===== src/hdl/mp2a_pkg.sv =====
package mp2a_pkg;

  // Storage geometry
  localparam int MAX_WIDTH      = 256;
  localparam int MAX_POOL       = 8;
  localparam int SAMPLE_BITS    = 16;
  localparam int POOL_BITS      = $clog2(MAX_POOL);
  localparam int COL_BITS       = $clog2(MAX_WIDTH);
  localparam int BANK_ADDR_BITS = COL_BITS;
  localparam int BANK_DEPTH     = 2 ** BANK_ADDR_BITS;

  // Field and register widths
  localparam int WIN_BITS       = 4;
  localparam int STEP_BITS      = 4;
  localparam int DIM_BITS       = 9;
  localparam int ROW_BITS       = 9;
  localparam int IDX_BITS       = 8;
  localparam int CFG_INDEX_BITS = 2;
  localparam int CFG_DATA_BITS  = 9;

  // Iterative divider geometry
  localparam int DIV_BITS       = 9;
  localparam int DIV_CNT_BITS   = $clog2(DIV_BITS);

  // Register defaults
  localparam logic [WIN_BITS-1:0]  WINDOW_RESET = 4'd2;
  localparam logic [STEP_BITS-1:0] STEP_RESET   = 4'd2;
  localparam logic [DIM_BITS-1:0]  WIDTH_RESET  = 9'd256;
  localparam logic [DIM_BITS-1:0]  HEIGHT_RESET = 9'd256;

  typedef enum logic [CFG_INDEX_BITS-1:0] {
    CFG_WINDOW_SIZE  = 2'd0,
    CFG_STEP         = 2'd1,
    CFG_PLANE_WIDTH  = 2'd2,
    CFG_PLANE_HEIGHT = 2'd3
  } cfg_reg_t;

  typedef enum logic [1:0] {
    ST_IDLE,
    ST_SCAN,
    ST_DRAIN,
    ST_FINISH
  } state_t;

  typedef struct packed {
    logic accept;
    logic scan;
    logic load_out;
  } cmd_t;

  typedef struct packed {
    logic corner_hit;
    logic scan_last;
    logic div_done;
    logic on_grid;
    logic out_free;
  } status_t;

  typedef struct packed {
    logic                          vld;
    logic signed [SAMPLE_BITS-1:0] val;
    logic [POOL_BITS-1:0]          idx;
  } cand_t;

endpackage


===== src/hdl/mp2a_ctrl.sv =====
module mp2a_ctrl (
  input  logic                clk,
  input  logic                rst,
  input  logic                sample_valid,
  output logic                sample_stall,
  input  mp2a_pkg::status_t   status,
  output mp2a_pkg::cmd_t      cmd
);

  mp2a_pkg::state_t state;
  mp2a_pkg::state_t state_next;

  always_ff @(posedge clk) begin
    if (rst)
      state <= mp2a_pkg::ST_IDLE;
    else
      state <= state_next;
  end

  // Next state
  always_comb begin
    state_next = state;
    unique case (state)
      mp2a_pkg::ST_IDLE: begin
        if (sample_valid && status.corner_hit)
          state_next = mp2a_pkg::ST_SCAN;
      end
      mp2a_pkg::ST_SCAN: begin
        if (status.scan_last)
          state_next = mp2a_pkg::ST_DRAIN;
      end
      mp2a_pkg::ST_DRAIN: begin
        state_next = mp2a_pkg::ST_FINISH;
      end
      mp2a_pkg::ST_FINISH: begin
        if (status.div_done && (!status.on_grid || status.out_free))
          state_next = mp2a_pkg::ST_IDLE;
      end
      default: state_next = mp2a_pkg::ST_IDLE;
    endcase
  end

  // Outputs
  always_comb begin
    sample_stall = (state != mp2a_pkg::ST_IDLE);
    cmd.accept   = (state == mp2a_pkg::ST_IDLE) && sample_valid;
    cmd.scan     = (state == mp2a_pkg::ST_SCAN);
    cmd.load_out = (state == mp2a_pkg::ST_FINISH) && status.div_done &&
                   status.on_grid && status.out_free;
  end

endmodule


===== config.mk =====
export PLATFORM = sky130hd
export DESIGN_NAME = mp2a_ctrl
export DESIGN_NICKNAME = d
export VERILOG_FILES = /design/src/hdl/mp2a_pkg.sv /design/src/hdl/mp2a_ctrl.sv
export SDC_FILE = /design/constraint.sdc
export NUM_CORES = 1
export LEC_CHECK = 0
export ABC_CLOCK_PERIOD_IN_PS = 3300
export BUFFER_PORTS_ARGS = -buffer_cell sky130_fd_sc_hd__buf_4
export CAP_MARGIN = 25
export CORE_AREA = 2 2 39 41
export CTS_CLUSTER_SIZE = 14
export DETAILED_ROUTE_END_ITERATION = 10
export DIE_AREA = 0 0 41 43
export PLACE_DENSITY = 0.37
export SYNTH_ARGS = -nofsm -noshare
export SYNTH_HDL_FRONTEND = slang
export SYNTH_SLANG_ARGS = --single-unit

===== constraint.sdc =====
create_clock -name clk -period 3.3 [get_ports clk]
set_input_delay 0.33 -clock clk [delete_from_list [all_inputs] [get_ports clk]]
set_output_delay 0.33 -clock clk [all_outputs]
set_load 0.005 [all_outputs]

Word-level counts from Yosys, hierarchy flattened
Index checks and enable logic that the tools add are counted.

Register bits: 2. Bits of input ports: 8. Output and inout port bits: 4. Word-level logic and storage cells: 22.

Equality and inequality tests: 6. Muxes and demuxes: 4. Reductions and logical operators: 11.

Operators with widths (count): $pmux 2 s4 (1); $logic_and 1x1->1 (6); $mux 2 (3); $ne 2x2->1 const B (3); $eq 2x2->1 const B (2); $reduce_and 3->1 (1); $eq 2x1->1 const B (1); $logic_not 2->1 (1); $reduce_bool 2->1 (1); $logic_not 1->1 (1); $logic_or 1x1->1 (1).

Logic depth before layout (Yosys ltp)
Gate-level depths: netlist of run 1.

Depth after elaboration: 5. Mapped depth: 5.

Worst setup path after synthesis of run 1
OpenSTA, ideal clock, no wires.

Path type: register -> register. Start: register state[1]. End: register state[0]. Data arrival time: 1.155 ns. Data required time: 3.204 ns. Path slack: 2.050 ns. Stages on the path, launching flop included: 5. Buffers on the path: 0. Cells stage by stage: dfxtp_1 -> inv_1 -> ha_1 -> a22o_4 -> o41ai_2.

RTL lines: from (decl) (line mp2a_ctrl.sv:10) `mp2a_pkg::state_t state;`; from (signal assigned) (line mp2a_ctrl.sv:15) `state <= mp2a_pkg::ST_IDLE;`; from (signal assigned) (line mp2a_ctrl.sv:17) `state <= state_next;`.

==> impl_metrics.json, run 1 <==
{
  "status": "finished, final reports clean",
  "top_regs": "state x2",
  "synth_top_area_share_pct": 27.6,
  "syn_to_final_growth_pct": 55.2,
  "start_kind": "flop",
  "overflow": 0,
  "fin_crit_sh_pct": 47.6,
  "synth_commonest_cells": "5 x ha_1, 5 x inv_1, 3 x nor2_1",
  "crit_arrival_ns": 1.24,
  "power_per_cell_area_nw_per_um2": 686,
  "path_delay_family": "flip-flops",
  "post_cts_resized": 0,
  "path_cells": "inv_1 > ha_1 > and2_2 > buf_4",
  "drcViolationCount": 0,
  "synth_area_leaders": "ha_1 28%, dfxtp_1 18%, o41ai_2 14%",
  "numCtsBuffers": 3,
  "hold_depth": 2,
  "finalClockSkew_ns": 0.000488,
  "die-area_um2": 1760,
  "cts_tree": "yes",
  "synth_area_leader_cell": "ha_1",
  "die_y_um": 43,
  "dp_hpwl_um": 392,
  "drt_wl_total_um": 474,
  "p_leak_nw": 0.184,
  "largest_reg_flops": 2,
  "hold_buffers": 0,
  "grt_pass1_vias": 196,
  "relSlewSlack_pct": 75.3,
  "post-cts-setup-buffers": 0,
  "cp_slowest_cell": "dfxtp_1",
  "worstMarginPinSlew_ns": 0.369,
  "routabilityCongestion": 0.646,
  "grt_usage_pct": 5.81,
  "ys_seq_elements": 2,
  "dr.pass1.iters": 1,
  "route.met3.wl_um": 51,
  "cp-end-kind": "output pin",
  "period_needed_ns": 1.57,
  "top_register": "state",
  "r2r_cells": 4,
  "cts.sinks": 2,
  "core_um2": 1380,
  "initial_core_util_pct": 16.4,
  "cts_root_buffer": "clkbuf_4",
  "synthArstFlopShare_pct": 0,
  "worstSkewPairLatency_ns": 0.22,
  "grt_pass1_wl_um": 621,
  "rows": 14,
  "netlist_instances": 25,
  "finalHoldViolations": 0,
  "grt_max_degree": 5,
  "routedWlPerCell_um": 8.62,
  "r2r_end": "state[0]$_SDFFE_PP0P_",
  "final_max_slew_viol_count": 0,
  "r2r_slack_ns": 1.95,
  "r2r_start": "state[0]$_SDFFE_PP0P_",
  "fin_ws_ns": 1.73,
  "cts-htree-levels": 1,
  "top_layer": "met3",
  "placed_cells": 52,
  "slowest_delay_ns": 0.37,
  "maxCapViolCount": 0,
  "drive_above_1_share_pct": 46.2,
  "n_antenna_cell": 0,
  "report.final.setup_viol": 0,
  "die_w_um": 41,
  "port-buffer-count": 11,
  "antenna_found_initial": 0,
  "crit_type": "flop to output pin",
  "min_path_type": "primary input to flop",
  "startpoint": "state[0]$_SDFFE_PP0P_",
  "clock.fmax_mhz": 636,
  "yosysSeqAreaShare_pct": 17.7,
  "path_clk_slew_ns": 0.03,
  "yosysWarnings": 0,
  "ant_nets": 0,
  "nets": 54,
  "synth_edf_count": 0,
  "num_vias": 219,
  "wl_met2_um": 264,
  "yosysUniqueCellTypes": 12,
  "min_to": "state[0]$_SDFFE_PP0P_",
  "syn_avg_cell_area_um2": 9.06,
  "critPathBufInv": 2,
  "ios": 12,
  "setup_tns_ns": 0,
  "required_ns": 2.97,
  "final_cells": 55,
  "drtIter0Drc": 0,
  "cp_max_fo": 4,
  "ys.flop_type": "dfxtp_1",
  "syn_area_um2": 226,
  "vias_per_cell": 3.98,
  "cts_buffer_depth": 2,
  "rsz0062_at_grt": "no",
  "met1_length_um": 158,
  "min_from": "rst",
  "pre_cts_slack_ns": 1.96,
  "vdd_drop_max_uv": 235,
  "syn_nets": 38
}
-- worst max path at each step --
| stage | to | slack [ns] | cells after the start |
|---|---|---|---|
| final | cmd[2] | 1.73 | 4 |
| after global routing | cmd[2] | 1.67 | 4 |
| after CTS | cmd[2] | 1.72 | 4 |
| after detailed placement | state[0]$_SDFFE_PP0P_ | 1.96 | 4 |
| after global placement | state[1]$_SDFFE_PP0P_ | 1.95 | 4 |
| after floorplan | state[0]$_SDFFE_PP0P_ | 2.05 | 4 |
-- kinds of logic after synthesis --
group | Yosys count | share of synthesized area (%)
AND/OR/NAND/NOR | 7 | 16.6
AO/OA/AOI/OAI | 6 | 29.8
buffers and inverters | 5 | 8.29
adder cells (fa/ha/maj) | 5 | 27.6
flip-flops | 2 | 17.7
-- final cells by class --
class,count,area (µm²)
fill,159,1030
multi-input combinational,18,168
clock buffer,3,22.5
sequential,2,40.0
inverter,5,18.8
tap,16,20.0
timing repair buffer,11,82.6
-- per-stage QoR --
step / area (µm²) / hold WS [ns] / utilization, % / power, mW
floorplan: 226 / 0.431 / - / 0.138
global placement: 329 / 0.565 / 23.8 / 0.190
detailed placement: 329 / 0.567 / 23.8 / 0.188
CTS: 352 / 0.325 / 25.4 / 0.248
global route: 352 / 0.334 / 25.4 / 0.262
finish: 352 / 0.336 / 25.4 / 0.241
-- layer usage --
layer | vias up | GRT usage [%]
met3 | 0 | 1.57
li1 | 114 | -
met5 | - | 0
met4 | 0 | 8.00
met2 | 7 | 9.38
met1 | 98 | 4.15
-- cell usage in the layout (no fill, tap or decap), drive strengths merged --
cell    netlist  layout
buf           0      11
ha            5       5
nand2b        1       1
clkbuf        0       3
o21ai         2       2
a22o          1       1
nor2          3       3
a21boi        1       1
nand2         1       1
and4          1       1
and2          1       1
inv           5       5
dfxtp         2       2
o41ai         2       2
-- report_power, final --
part	total (mW)	switching (mW)	internal [mW]
clock network	0.0536	0.0136	0.0401
logic	0.143	0.0662	0.0766
registers	0.0448	0.0101	0.0347
total	0.241	0.0898	0.151
No activity file was read; power rests on OpenSTA's default activity.
==> run 2, diff against run 1 <==
--- a/config.mk
+++ b/config.mk
@@ -5,7 +5,7 @@
 export SDC_FILE = /design/constraint.sdc
 export NUM_CORES = 1
 export LEC_CHECK = 0
-export ABC_CLOCK_PERIOD_IN_PS = 3300
+export ABC_CLOCK_PERIOD_IN_PS = 1500
 export BUFFER_PORTS_ARGS = -buffer_cell sky130_fd_sc_hd__buf_4
 export CAP_MARGIN = 25
 export CORE_AREA = 2 2 39 41
==> constraint.sdc (replaced) <==
create_clock -name clk -period 1.5 [get_ports clk]
set_input_delay 0.15 -clock clk [delete_from_list [all_inputs] [get_ports clk]]
set_output_delay 0.15 -clock clk [all_outputs]
set_load 0.005 [all_outputs]
==> run 2 against run 1 <==
Net effect:
- design area is the same
- clock-buffer cell count stayed put
- sequential power increased by 110%
- core utilization is the same
- final cell count is the same
- global-route usage grew 1.9 points
- via count down 7.3%
- critical endpoint unchanged
==> impl_metrics.json, run 2 (synthesis gave the netlist of run 1 again) <==
{
  "top_register": "state",
  "drt_wl_total_um": 504,
  "ios": 12,
  "power_per_cell_area_nw_per_um2": 1510,
  "crit_type": "flop to output pin",
  "n_antenna_cell": 0,
  "post-cts-setup-buffers": 0,
  "period_needed_ns": 1.36,
  "drtIter0Drc": 2,
  "pre_cts_slack_ns": 0.159,
  "antenna_found_initial": 0,
  "core_um2": 1380,
  "cp_max_fo": 4,
  "hold_depth": 2,
  "status": "finished, final reports clean",
  "worstSkewPairLatency_ns": 0.22,
  "r2r_cells": 5,
  "port-buffer-count": 11,
  "rsz0062_at_grt": "no",
  "dpl_cell_area_um2": 329,
  "crit_arrival_ns": 1.21,
  "worstMarginPinSlew_ns": 0.414,
  "largest_reg_flops": 2,
  "placed_cells": 52,
  "top_regs": "state x2",
  "met1_length_um": 189,
  "vdd_drop_max_uv": 433,
  "ant_nets": 0,
  "cts_buffer_depth": 2,
  "power_mw": 0.532,
  "min_from": "rst",
  "setup_tns_ns": 0,
  "die-area_um2": 1760,
  "final_cells": 55,
  "relSlewSlack_pct": 72.3,
  "hold_buffers": 0,
  "post_cts_resized": 0,
  "dr.pass1.iters": 2,
  "numCtsBuffers": 3,
  "start_kind": "flop",
  "grt_usage_pct": 7.71,
  "cts_root_buffer": "clkbuf_4",
  "initial_core_util_pct": 16.4,
  "report.final.setup_viol": 0,
  "layout_common_cells": "11 x buf_4, 5 x inv_1, 5 x ha_1",
  "final_max_slew_viol_count": 0,
  "syn_to_final_growth_pct": 55.2,
  "r2r_slack_ns": 0.17,
  "drive_above_1_share_pct": 46.2,
  "routedWlPerCell_um": 9.16,
  "required_ns": 1.35,
  "rows": 14,
  "vias_per_cell": 3.69,
  "grt_max_degree": 5,
  "path_clk_slew_ns": 0.03,
  "finalHoldViolations": 0,
  "grt_pass1_wl_um": 848,
  "fin_area_um2": 352,
  "grt_pass1_vias": 226,
  "p_leak_nw": 0.184,
  "wl_met2_um": 278,
  "final_common_cell": "buf_4",
  "die_w_um": 41,
  "r2r_end": "state[1]$_SDFFE_PP0P_",
  "fin_ws_ns": 0.139,
  "clock.fmax_mhz": 735,
  "nets": 54,
  "overflow": 0,
  "cts-htree-levels": 1,
  "dp_hpwl_um": 423,
  "cts_tree": "yes",
  "top_layer": "met3",
  "finalClockSkew_ns": 0.00204,
  "maxCapViolCount": 0,
  "cts.sinks": 2,
  "r2r_start": "state[0]$_SDFFE_PP0P_",
  "routabilityCongestion": 0.611,
  "drcViolationCount": 0,
  "num_vias": 203,
  "cp-end-kind": "output pin",
  "die_y_um": 43,
  "min_to": "state[0]$_SDFFE_PP0P_",
  "fin_crit_sh_pct": 90.8,
  "route.met3.wl_um": 36,
  "min_path_type": "primary input to flop"
}
==> run 2: how the worst max path moves through the flow <==
stage                                     start                     to  slack [ns]
after global placement    state[0]$_SDFFE_PP0P_  state[0]$_SDFFE_PP0P_        0.14
after global routing      state[0]$_SDFFE_PP0P_                 cmd[2]        0.07
after CTS                 state[0]$_SDFFE_PP0P_                 cmd[2]        0.12
after detailed placement  state[0]$_SDFFE_PP0P_  state[1]$_SDFFE_PP0P_        0.16
after floorplan           state[1]$_SDFFE_PP0P_  state[0]$_SDFFE_PP0P_        0.25
final                     state[0]$_SDFFE_PP0P_                 cmd[2]        0.14
==> run 2: layer usage <==
layer  track usage [%]  vias to the layer above
met1              6.69                       84
met2              11.9                        7
met4              8.00                        0
li1                  -                      112
met3              3.14                        0
met5                 0                        -
==> run 2: area by class of cell <==
type                    count  area [µm²]
fillers                   155        1030
clock buffers               3        22.5
inverters                   5        18.8
multi-input cells          18         168
well taps                  16        20.0
repair buffers             11        82.6
flip-flops and latches      2        40.0
==> run 2: through the flow <==
stage	utilization [%]	hold slack, ns
2_1_floorplan	-	0.251
3_3_place_gp	23.8	0.390
3_5_place_dp	23.8	0.382
4_1_cts	25.4	0.139
5_1_grt	25.4	0.147
6_report	25.4	0.150
==> run 2: report_power, final <==
group / internal (mW) / total [mW] / switching (mW)
clock network: 0.0883 / 0.120 / 0.0313
registers: 0.0763 / 0.0925 / 0.0161
logic: 0.170 / 0.319 / 0.149
total: 0.335 / 0.532 / 0.197
==> run 2: critical path: stages (launching register included) <==
cell     delay (ns)
dfxtp_1        0.34
inv_1          0.10
ha_1           0.24
and2_2         0.17
buf_4          0.13
